--- src/rtl/yolo_box_decode_unit_defines.svh ---
// ---------------------------------------------------------------------------
// Assertion macros for the box decode unit
// Shared concurrent assertion forms, removable as a group with ASSERT_OFF.
// ---------------------------------------------------------------------------
`ifndef YOLO_BOX_DECODE_UNIT_DEFINES_SVH
`define YOLO_BOX_DECODE_UNIT_DEFINES_SVH

`ifndef ASSERT_OFF
// Condition and consequence in the same cycle.
`define YBD_ASSERT_SAME(label, clk, rst, pre, post) \
   label: assert property (@(posedge clk) disable iff (rst) (pre) |-> (post)) \
      else $error("ybd assertion failed");
// Consequence in the cycle after the condition.
`define YBD_ASSERT_NEXT(label, clk, rst, pre, post) \
   label: assert property (@(posedge clk) disable iff (rst) (pre) |=> (post)) \
      else $error("ybd assertion failed");
`else
`define YBD_ASSERT_SAME(label, clk, rst, pre, post)
`define YBD_ASSERT_NEXT(label, clk, rst, pre, post)
`endif

`endif

--- src/rtl/ybd_pkg.sv ---
// ---------------------------------------------------------------------------
// Box decode package
// Types, constants and the sigmoid breakpoint table of the box decode unit.
// ---------------------------------------------------------------------------
package ybd_pkg;

   // Default number of detection stages.
   localparam int STAGE_COUNT = 3;

   // Output range of a Q13.8 result.
   localparam logic signed [21:0] OUT_MAX = 22'sh1FFFFF;
   localparam logic signed [21:0] OUT_MIN = -22'sh200000;

   // How a channel is decoded.
   typedef enum logic [1:0] {
      KIND_XY,
      KIND_WH,
      KIND_SCORE
   } kind_type;

   // Item fields that ride along with the sigmoid.
   typedef struct packed {
      kind_type           kind;
      logic [7:0]         stride;
      logic signed [16:0] grid;
      logic [17:0]        anchor;
   } side_type;

   // Reset stride of a stage: 8, 16, 32.
   function automatic logic [7:0] stride_reset(input int idx);
      logic [7:0] val;
      val = 8'd8 << idx;
      return val;
   endfunction

   // round(65536*sigmoid(k/2)), last breakpoint held at 65535.
   function automatic logic [15:0] sig_lut(input logic [4:0] k);
      logic [15:0] val;
      unique case (k)
         5'd0:    val = 16'd32768;
         5'd1:    val = 16'd40793;
         5'd2:    val = 16'd47911;
         5'd3:    val = 16'd53581;
         5'd4:    val = 16'd57724;
         5'd5:    val = 16'd60565;
         5'd6:    val = 16'd62428;
         5'd7:    val = 16'd63615;
         5'd8:    val = 16'd64357;
         5'd9:    val = 16'd64816;
         5'd10:   val = 16'd65097;
         5'd11:   val = 16'd65269;
         5'd12:   val = 16'd65374;
         5'd13:   val = 16'd65438;
         5'd14:   val = 16'd65476;
         5'd15:   val = 16'd65500;
         default: val = 16'd65535;
      endcase
      return val;
   endfunction

endpackage

--- src/rtl/ybd_sigmoid.sv ---
// ---------------------------------------------------------------------------
// Sigmoid pipeline
// Two stages: table lookup of the breakpoints, then interpolation and sign.
// ---------------------------------------------------------------------------
`include "yolo_box_decode_unit_defines.svh"

module ybd_sigmoid (
   input  logic                  clock,
   input  logic                  reset,
   input  logic                  in_valid,
   output logic                  in_ready,
   input  logic signed [15:0]    in_logit,
   input  ybd_pkg::side_type     in_side,
   output logic                  out_valid,
   input  logic                  out_ready,
   output logic [15:0]           out_sig,
   output ybd_pkg::side_type     out_side
);

   logic              a_valid_ff;
   logic [15:0]       a_lo_ff,   a_lo_in;
   logic [15:0]       a_diff_ff, a_diff_in;
   logic [6:0]        a_frac_ff;
   logic              a_neg_ff;
   logic              a_sat_ff;
   ybd_pkg::side_type a_side_ff;
   logic              b_valid_ff;
   logic [15:0]       s_ff, s_in;
   ybd_pkg::side_type b_side_ff;

   logic        a_en, b_en;
   logic [16:0] mag;
   logic [4:0]  idx;
   logic [22:0] slope;
   logic [23:0] slope_rnd;
   logic [16:0] p;
   logic [16:0] p_neg;

   // Each stage moves when it is empty or its successor moves.
   assign b_en     = !b_valid_ff || out_ready;
   assign a_en     = !a_valid_ff || b_en;
   assign in_ready = a_en;

   // Stage A: magnitude, segment index and breakpoint lookup.
   always_comb begin
      mag       = in_logit[15] ? (17'd0 - {in_logit[15], in_logit})
                               : {in_logit[15], in_logit};
      idx       = {1'b0, mag[10:7]};
      a_lo_in   = ybd_pkg::sig_lut(idx);
      a_diff_in = ybd_pkg::sig_lut(idx + 5'd1) - a_lo_in;
   end

   always_ff @(posedge clock) begin
      if (reset) begin
         a_valid_ff <= 1'b0;
      end else if (a_en) begin
         a_valid_ff <= in_valid;
      end
      if (a_en) begin
         a_lo_ff   <= a_lo_in;
         a_diff_ff <= a_diff_in;
         a_frac_ff <= mag[6:0];
         a_neg_ff  <= in_logit[15];
         a_sat_ff  <= |mag[16:11];
         a_side_ff <= in_side;
      end
   end

   // Stage B: linear interpolation, mirror for negative inputs, saturation.
   always_comb begin
      slope     = {7'd0, a_diff_ff} * {16'd0, a_frac_ff};
      slope_rnd = {1'b0, slope} + 24'd64;
      p         = {1'b0, a_lo_ff} + slope_rnd[23:7];
      p_neg     = 17'h10000 - p;
      if (a_sat_ff) begin
         s_in = a_neg_ff ? 16'h0000 : 16'hFFFF;
      end else begin
         s_in = a_neg_ff ? p_neg[15:0] : p[15:0];
      end
   end

   always_ff @(posedge clock) begin
      if (reset) begin
         b_valid_ff <= 1'b0;
      end else if (b_en) begin
         b_valid_ff <= a_valid_ff;
      end
      if (b_en) begin
         s_ff      <= s_in;
         b_side_ff <= a_side_ff;
      end
   end

   assign out_valid = b_valid_ff;
   assign out_sig   = s_ff;
   assign out_side  = b_side_ff;

   // A large positive logit saturates to the top code.
   `YBD_ASSERT_NEXT(a_sat_pos, clock, reset,
                    a_valid_ff && a_sat_ff && !a_neg_ff && b_en, s_ff == 16'hFFFF)
   // Non-negative logits land in the upper half.
   `YBD_ASSERT_NEXT(a_upper_half, clock, reset,
                    a_valid_ff && !a_neg_ff && b_en, s_ff >= 16'h8000)
   // Negative logits land in the lower half.
   `YBD_ASSERT_NEXT(a_lower_half, clock, reset,
                    a_valid_ff && a_neg_ff && b_en, s_ff <= 16'h8000)

endmodule

--- src/rtl/ybd_scale.sv ---
// ---------------------------------------------------------------------------
// Scale pipeline
// Two stages: first products per channel kind, then anchor product,
// rounding to Q13.8 and saturation into the output register.
// ---------------------------------------------------------------------------
`include "yolo_box_decode_unit_defines.svh"

module ybd_scale (
   input  logic                  clock,
   input  logic                  reset,
   input  logic                  in_valid,
   output logic                  in_ready,
   input  logic [15:0]           in_sig,
   input  ybd_pkg::side_type     in_side,
   output logic                  out_valid,
   input  logic                  out_ready,
   output logic signed [21:0]    out_value
);

   logic               c_valid_ff;
   ybd_pkg::kind_type  c_kind_ff;
   logic signed [34:0] c_xy_ff, c_xy_in;
   logic [33:0]        c_tt_ff, c_tt_in;
   logic [17:0]        c_anchor_ff;
   logic [8:0]         c_score_ff, c_score_in;
   logic               d_valid_ff;
   logic signed [21:0] value_ff, value_in;

   logic               c_en, d_en;
   logic signed [25:0] ctr;
   logic [16:0]        twice;
   logic [16:0]        score_sum;
   logic signed [35:0] xy_sum;
   logic signed [27:0] xy_q8;
   logic [51:0]        wh_prod;
   logic [52:0]        wh_sum;

   assign d_en     = !d_valid_ff || out_ready;
   assign c_en     = !c_valid_ff || d_en;
   assign in_ready = c_en;

   // Stage C: (2s + grid) * stride, (2s)^2, and the rounded score.
   always_comb begin
      twice      = {in_sig, 1'b0};
      ctr        = $signed({in_side.grid[16], in_side.grid, 8'd0}) +
                   $signed({9'd0, twice});
      c_xy_in    = 35'(ctr) * 35'($signed({1'b0, in_side.stride}));
      c_tt_in    = {17'd0, twice} * {17'd0, twice};
      score_sum  = {1'b0, in_sig} + 17'd128;
      c_score_in = score_sum[16:8];
   end

   always_ff @(posedge clock) begin
      if (reset) begin
         c_valid_ff <= 1'b0;
      end else if (c_en) begin
         c_valid_ff <= in_valid;
      end
      if (c_en) begin
         c_kind_ff   <= in_side.kind;
         c_xy_ff     <= c_xy_in;
         c_tt_ff     <= c_tt_in;
         c_anchor_ff <= in_side.anchor;
         c_score_ff  <= c_score_in;
      end
   end

   // Stage D: round to Q13.8 and saturate. The anchor product cannot exceed
   // the positive limit after the shift, so it needs no clamp.
   always_comb begin
      xy_sum  = {c_xy_ff[34], c_xy_ff} + 36'sd128;
      xy_q8   = xy_sum[35:8];
      wh_prod = {18'd0, c_tt_ff} * {34'd0, c_anchor_ff};
      wh_sum  = {1'b0, wh_prod} + 53'h0_0000_8000_0000;
      unique case (c_kind_ff)
         ybd_pkg::KIND_XY: begin
            if (xy_q8 > 28'(ybd_pkg::OUT_MAX)) begin
               value_in = ybd_pkg::OUT_MAX;
            end else if (xy_q8 < 28'(ybd_pkg::OUT_MIN)) begin
               value_in = ybd_pkg::OUT_MIN;
            end else begin
               value_in = xy_q8[21:0];
            end
         end
         ybd_pkg::KIND_WH: begin
            value_in = {1'b0, wh_sum[52:32]};
         end
         ybd_pkg::KIND_SCORE: begin
            value_in = {13'd0, c_score_ff};
         end
         default: begin
            value_in = {13'd0, c_score_ff};
         end
      endcase
   end

   always_ff @(posedge clock) begin
      if (reset) begin
         d_valid_ff <= 1'b0;
      end else if (d_en) begin
         d_valid_ff <= c_valid_ff;
      end
      if (d_en) begin
         value_ff <= value_in;
      end
   end

   assign out_valid = d_valid_ff;
   assign out_value = value_ff;

   // A score result is a probability between 0 and 1.0 in Q13.8.
   `YBD_ASSERT_NEXT(a_score_range, clock, reset,
                    c_valid_ff && d_en && c_kind_ff == ybd_pkg::KIND_SCORE,
                    !value_ff[21] && value_ff <= 22'sd256)
   // A box size is never negative.
   `YBD_ASSERT_NEXT(a_size_sign, clock, reset,
                    c_valid_ff && d_en && c_kind_ff == ybd_pkg::KIND_WH,
                    !value_ff[21])
   // The output stage takes the valid bit of stage C whenever it moves.
   `YBD_ASSERT_NEXT(a_valid_moves, clock, reset, d_en, d_valid_ff == $past(c_valid_ff))

endmodule

--- src/rtl/yolo_box_decode_unit.sv ---
// ---------------------------------------------------------------------------
// YOLO box decode unit
// Detect-head element decode: sigmoid, then box center, box size or score.
// ---------------------------------------------------------------------------
// The unit takes one head logit per word and returns one Q13.8 value per
// word, in order. It accepts a new word every clock cycle unless a stalled
// output has filled the pipeline. Each word passes through registered stages
// in order: input decode and table lookup, sigmoid interpolation, first
// products, and anchor product with rounding into the output register.
// Stages that hold no word fill up while the output is stalled, so the
// input stays ready until the pipeline is full. Stride registers are
// written through the csr port, one per stage, and should only change
// while no word is in flight.
`include "yolo_box_decode_unit_defines.svh"

module yolo_box_decode_unit #(
   parameter int STAGE_COUNT = ybd_pkg::STAGE_COUNT
) (
   input  logic        clock,
   input  logic        reset,
   // tdata, low bit up: logit[15:0], grid_offset[32:16],
   // anchor_size[50:33], zero pad[55:51]
   input  logic [55:0] req_tdata,
   // tuser, low bit up: channel[6:0], stage[8:7]
   input  logic [8:0]  req_tuser,
   input  logic        req_tvalid,
   output logic        req_tready,
   // tdata, low bit up: value[21:0], zero pad[23:22]
   output logic [23:0] rsp_tdata,
   output logic        rsp_tvalid,
   input  logic        rsp_tready,
   input  logic        csr_valid,
   output logic        csr_ready,
   input  logic [1:0]  csr_index,
   input  logic [7:0]  csr_data
);

   localparam int SEL_W = (STAGE_COUNT > 1) ? $clog2(STAGE_COUNT) : 1;

   logic [7:0] stride_ff [STAGE_COUNT];

   logic signed [15:0] logit;
   logic [6:0]         channel;
   logic [1:0]         stage;
   logic [1:0]         stage_sel;
   ybd_pkg::side_type  side;
   logic               sig_valid, sig_ready;
   logic [15:0]        sig_val;
   ybd_pkg::side_type  sig_side;
   logic signed [21:0] value;

   // Stride registers, one per stage; writes past the last stage are dropped.
   assign csr_ready = 1'b1;

   always_ff @(posedge clock) begin
      if (reset) begin
         for (int i = 0; i < STAGE_COUNT; i++) begin
            stride_ff[i] <= ybd_pkg::stride_reset(i);
         end
      end else if (csr_valid && ({1'b0, csr_index} < 3'(STAGE_COUNT))) begin
         stride_ff[csr_index[SEL_W-1:0]] <= csr_data;
      end
   end

   // Unpack the word, classify the channel and pick the stride.
   always_comb begin
      logit     = $signed(req_tdata[15:0]);
      channel   = req_tuser[6:0];
      stage     = req_tuser[8:7];
      stage_sel = ({1'b0, stage} >= 3'(STAGE_COUNT)) ? 2'(STAGE_COUNT - 1) : stage;
      if (channel < 7'd2) begin
         side.kind = ybd_pkg::KIND_XY;
      end else if (channel < 7'd4) begin
         side.kind = ybd_pkg::KIND_WH;
      end else begin
         side.kind = ybd_pkg::KIND_SCORE;
      end
      side.stride = stride_ff[stage_sel[SEL_W-1:0]];
      side.grid   = $signed(req_tdata[32:16]);
      side.anchor = req_tdata[50:33];
   end

   ybd_sigmoid u_sigmoid (
      .clock     (clock),
      .reset     (reset),
      .in_valid  (req_tvalid),
      .in_ready  (req_tready),
      .in_logit  (logit),
      .in_side   (side),
      .out_valid (sig_valid),
      .out_ready (sig_ready),
      .out_sig   (sig_val),
      .out_side  (sig_side)
   );

   ybd_scale u_scale (
      .clock     (clock),
      .reset     (reset),
      .in_valid  (sig_valid),
      .in_ready  (sig_ready),
      .in_sig    (sig_val),
      .in_side   (sig_side),
      .out_valid (rsp_tvalid),
      .out_ready (rsp_tready),
      .out_value (value)
   );

   assign rsp_tdata = {2'b00, value};

endmodule

--- config.mk ---
export PLATFORM = sky130hd
export DESIGN_NAME = yolo_box_decode_unit
export DESIGN_NICKNAME = d
export VERILOG_FILES = /design/src/rtl/ybd_pkg.sv /design/src/rtl/ybd_sigmoid.sv /design/src/rtl/ybd_scale.sv /design/src/rtl/yolo_box_decode_unit.sv
export VERILOG_INCLUDE_DIRS = /design/src /design/src/rtl
export SDC_FILE = /design/constraint.sdc
export NUM_CORES = 2
export LEC_CHECK = 0
export BUFFER_PORTS_ARGS = -buffer_cell sky130_fd_sc_hd__buf_2
export CAP_MARGIN = 20
export CELL_PAD_IN_SITES_DETAIL_PLACEMENT = 1
export CELL_PAD_IN_SITES_GLOBAL_PLACEMENT = 1
export CORE_AREA = 4 4 348 316
export DETAILED_ROUTE_END_ITERATION = 8
export DIE_AREA = 0 0 352 320
export GPL_ROUTABILITY_DRIVEN = 0
export GPL_TIMING_DRIVEN = 0
export HOLD_SLACK_MARGIN = 0.02
export MAX_ROUTING_LAYER = met4
export PLACE_DENSITY_LB_ADDON = 0.1
export SLEW_MARGIN = 20
export SYNTH_ARGS = -nofsm -noshare
export SYNTH_HDL_FRONTEND = slang
export SYNTH_SLANG_ARGS = --single-unit
--- constraint.sdc ---
create_clock -name clock -period 15.3 [get_ports clock]
set_clock_uncertainty 0.2 [all_clocks]
set_input_delay 4.59 -clock clock [delete_from_list [all_inputs] [get_ports clock]]
set_output_delay 4.59 -clock clock [all_outputs]
set_load 0.05 [all_outputs]
==> summary.md <==
| Metric | Value |
|---|---|
| Share of flip-flops with an asynchronous set or reset | `0%` |
| Clk root buf | `sky130_fd_sc_hd__clkbuf_16` |
| Congestion Overflow GR | `0` |
| Max_cap viols | `0` |
| Yosys warnings | `0` |
| Sequential cell area | `8490 um^2` |
| Clock-pin slew on the worst setup and hold paths | `0.06 ns` |
| Sequential element share of the synthesized area | `17.9%` |
| Routed WL | `138000 um` |
| CTS Buffer Depth | `3` |
| Source of the critical timing path | `rsp_tready` |
| Post-detailed-route DRC marker count | `0` |
| Critical path launch point type | `input port` |
| Met2 layer usage reported by global route | `38.2%` |
| DR vias | `33700` |
| Setup violations, final | `0` |
| Setup slack, reg-to-reg | `5.83 ns` |
| Clk sinks | `284` |
| Vert. Die Dim | `320 um` |
| Synthesized cell area | `47500 um^2` |
| Average wire length per cell after detail routing | `21.2 um` |
| Starting Density | `44.6%` |
| First-pass GRT wire length | `220000 um` |
| Max Transition Viols Final | `0` |
| Maximum number of pins on one net before global-route repair | `51` |
| Full die area | `113000 um^2` |
| Endpoint type of the worst setup path | `primary output` |
| Setup repair after global routing missed its margin | `no` |
| Via count of the first global-routing pass | `37100` |
| Clock insertion delay at the later pin of the skew report | `0.59 ns` |
| Number of DRC markers after the initial detailed-route iteration | `2091` |
| Required time worst endpoint | `10.51 ns` |
| Synthesis-to-finish area growth | `7.73%` |
| Dominant register cell in the synthesized netlist | `sky130_fd_sc_hd__edfxtp_1` |
| Fill cell count | `12100` |
| Post-synthesis cell type count | `86` |
| Number of input and output port buffers inserted | `95` |
| Worst-path fanout max | `19` |
| Core region area | `107000 um^2` |
| Crit path arrival time | `6.39 ns` |
| Critical Setup Path Class | `in -> out` |
| Highest-count cells in the layout ignoring fill and taps | `1120 x sky130_fd_sc_hd__inv_1, 852 x sky130_fd_sc_hd__fa_1, 595 x sky130_fd_sc_hd__nand2_1, 492 x sky130_fd_sc_hd__and2_1, 394 x sky130_fd_sc_hd__ha_1` |
| Max-Slew Margin vs Limit | `28.8%` |
| Most frequent standard cell in the layout excluding fill and tap cells | `sky130_fd_sc_hd__inv_1` |
| Number of buffers inserted to repair setup after CTS | `0` |
| Mean Syn Cell Area | `9.60 um^2` |
| Number of enable-type register cells in the synthesized netlist | `280` |
| Total of cells resized after clock tree synthesis | `0` |
| Total I/O pin count | `107` |
| Final Hold Violating Endpoints | `0` |
| Placement Rows | `114` |
| Worst-margin pin slew | `1.06 ns` |
| Hold_sp | `u_sigmoid.out_side[16]` |
| Met3 track demand over resource | `5.14%` |
| R2R Path Start | `u_scale.c_tt_ff[11]` |
| Final HPWL DP | `118000 um` |
| Setup tns final | `0 ns` |
| GR Layer Usage met1 | `38.3%` |
| Cts-stage hold buffer count | `0` |
| Area of the multi-input gates | `34200 um^2` |
| Number of buffers created by CTS | `38` |
| Fraction of final layout cells sized beyond drive strength 1 | `4.26%` |
| Overall routing resource usage | `26.1%` |
| Remaining antenna violation count after routing | `0` |
| Final clock period utilization by the worst path | `73.1%` |
| Time the final worst path needs with I/O delays and setup | `11.18 ns` |
| Seq cells post-synth | `284` |
| Via density per instance | `5.18` |
| Fmax achieved | `0.0895 GHz` |
| Synthesized instance count | `4948` |
| Layer with the highest usage | `met1` |
| Number of nets in the finished design | `6414` |
| Die X | `352 um` |
| Hold WC Path Type | `reg -> reg` |
| First-pass iteration count of the detailed router | `5` |
| Number of antenna violations at the first check in global routing | `13` |
| Status | `finished clean` |
| CTS tree | `yes` |
| # H-tree levels | `2` |
## cell type report
cell class	count	share of cell area, %
repair buffers	99	1.11
well taps	1392	3.40
clock inverters	26	0.621
flip-flops and latches	284	16.6
multi-input cells	3367	66.8
diodes	2	0.00978
clock buffers	42	1.93
plain buffers	177	1.34
inverters	1121	8.23
## flip-flops by register name, summed over array words and instances (netlist names)
signal                count
u_sigmoid.a_valid_ff      1
u_scale.c_anchor_ff      18
u_scale.c_kind_ff         2
u_scale.c_xy_ff          28
u_sigmoid.a_diff_ff      16
u_scale.c_score_ff        9
u_sigmoid.out_side       45
u_sigmoid.out_sig        16
stride_ff                24
u_scale.c_tt_ff          31
u_scale.c_valid_ff        1
u_scale.out_valid         1
u_sigmoid.a_side_ff      45
u_sigmoid.out_valid       1
u_sigmoid.a_sat_ff        1
u_sigmoid.a_frac_ff       7
u_scale.out_value        22
u_sigmoid.a_neg_ff        1
u_sigmoid.a_lo_ff        15
## worst max-delay path: stages
cell,delay [ns]
sky130_fd_sc_hd__buf_2,0.14
sky130_fd_sc_hd__nor2b_2,0.56
sky130_fd_sc_hd__and3_1,0.43
sky130_fd_sc_hd__nand2_4,0.31
sky130_fd_sc_hd__buf_2,0.33
## logic make-up after synthesis
group / after synthesis / share of synthesized area [%]
adder cells (fa/ha/maj): 1246 / 46.3
buffers and inverters: 1298 / 10.3
AND/OR/NAND/NOR: 1497 / 15.7
multiplexers: 12 / 0.261
other: 2 / 0.0158
AO/OA/AOI/OAI: 413 / 5.86
flip-flops: 284 / 17.9
XOR/XNOR: 196 / 3.66
## worst paths after layout
kind	end	cells past startpoint
worst max-delay path	req_tready	5
worst min-delay path	u_scale.c_anchor_ff[16]	0
worst max register to register	u_scale.out_value[19]	28
worst min register to register	u_scale.c_anchor_ff[16]	0
## metal layers
| layer | up-vias | part of all wire (%) |
|---|---|---|
| met2 | 734 | 42 |
| met4 | 0 | 1.7 |
| met5 | - | 0 |
| met3 | 113 | 7.4 |
| met1 | 17500 | 49 |
| li1 | 15400 | - |
## Yosys cell counts (7+ instances only)
master,count,share of area (%)
sky130_fd_sc_hd__inv_1,1121,8.9
sky130_fd_sc_hd__o211ai_1,15,0.24
sky130_fd_sc_hd__ha_1,394,10
sky130_fd_sc_hd__o221ai_1,10,0.18
sky130_fd_sc_hd__o21bai_1,27,0.43
sky130_fd_sc_hd__a211oi_1,8,0.13
sky130_fd_sc_hd__and3_1,21,0.28
sky130_fd_sc_hd__xnor2_1,121,2.2
sky130_fd_sc_hd__o21a_1,28,0.44
sky130_fd_sc_hd__clkbuf_1,166,1.3
sky130_fd_sc_hd__nand3_1,61,0.64
sky130_fd_sc_hd__nand2_1,597,4.7
sky130_fd_sc_hd__o22ai_1,9,0.12
sky130_fd_sc_hd__o21ai_0,62,0.65
sky130_fd_sc_hd__or3_1,10,0.13
sky130_fd_sc_hd__nand4_1,19,0.25
sky130_fd_sc_hd__mux2i_1,9,0.19
sky130_fd_sc_hd__a21boi_0,9,0.14
sky130_fd_sc_hd__nor2_1,151,1.2
sky130_fd_sc_hd__a21o_1,52,0.82
sky130_fd_sc_hd__nand2b_1,23,0.30
sky130_fd_sc_hd__and2_1,492,6.5
sky130_fd_sc_hd__xor2_1,72,1.3
sky130_fd_sc_hd__a21oi_1,112,1.2
sky130_fd_sc_hd__fa_1,852,36
sky130_fd_sc_hd__o31ai_1,9,0.14
sky130_fd_sc_hd__a22oi_1,7,0.11
sky130_fd_sc_hd__nor3_1,40,0.42
sky130_fd_sc_hd__o21ai_1,12,0.13
sky130_fd_sc_hd__edfxtp_1,280,18
sky130_fd_sc_hd__a31oi_1,11,0.14
sky130_fd_sc_hd__nor2b_1,36,0.47
## stage by stage
stage | hold slack, ns | worst slack [ns] | instances | cell area [um^2] | util (%)
after global placement | 0.201 | 0.857 | 6436 | 49700 | 46.7
after detailed placement | 0.206 | 3.67 | 6440 | 49900 | 46.8
final | 0.218 | 4.12 | 6510 | 51200 | 48.0
after floorplan | 0.200 | 3.53 | 4949 | 47500 | -
after global routing | 0.222 | 3.40 | 6508 | 51200 | 48.0
after CTS | 0.220 | 3.76 | 6508 | 51200 | 48.0
Power is left out: the tool's default activity adds up to more than one toggle a clock period on the data nets, which glitch-free logic cannot reach.
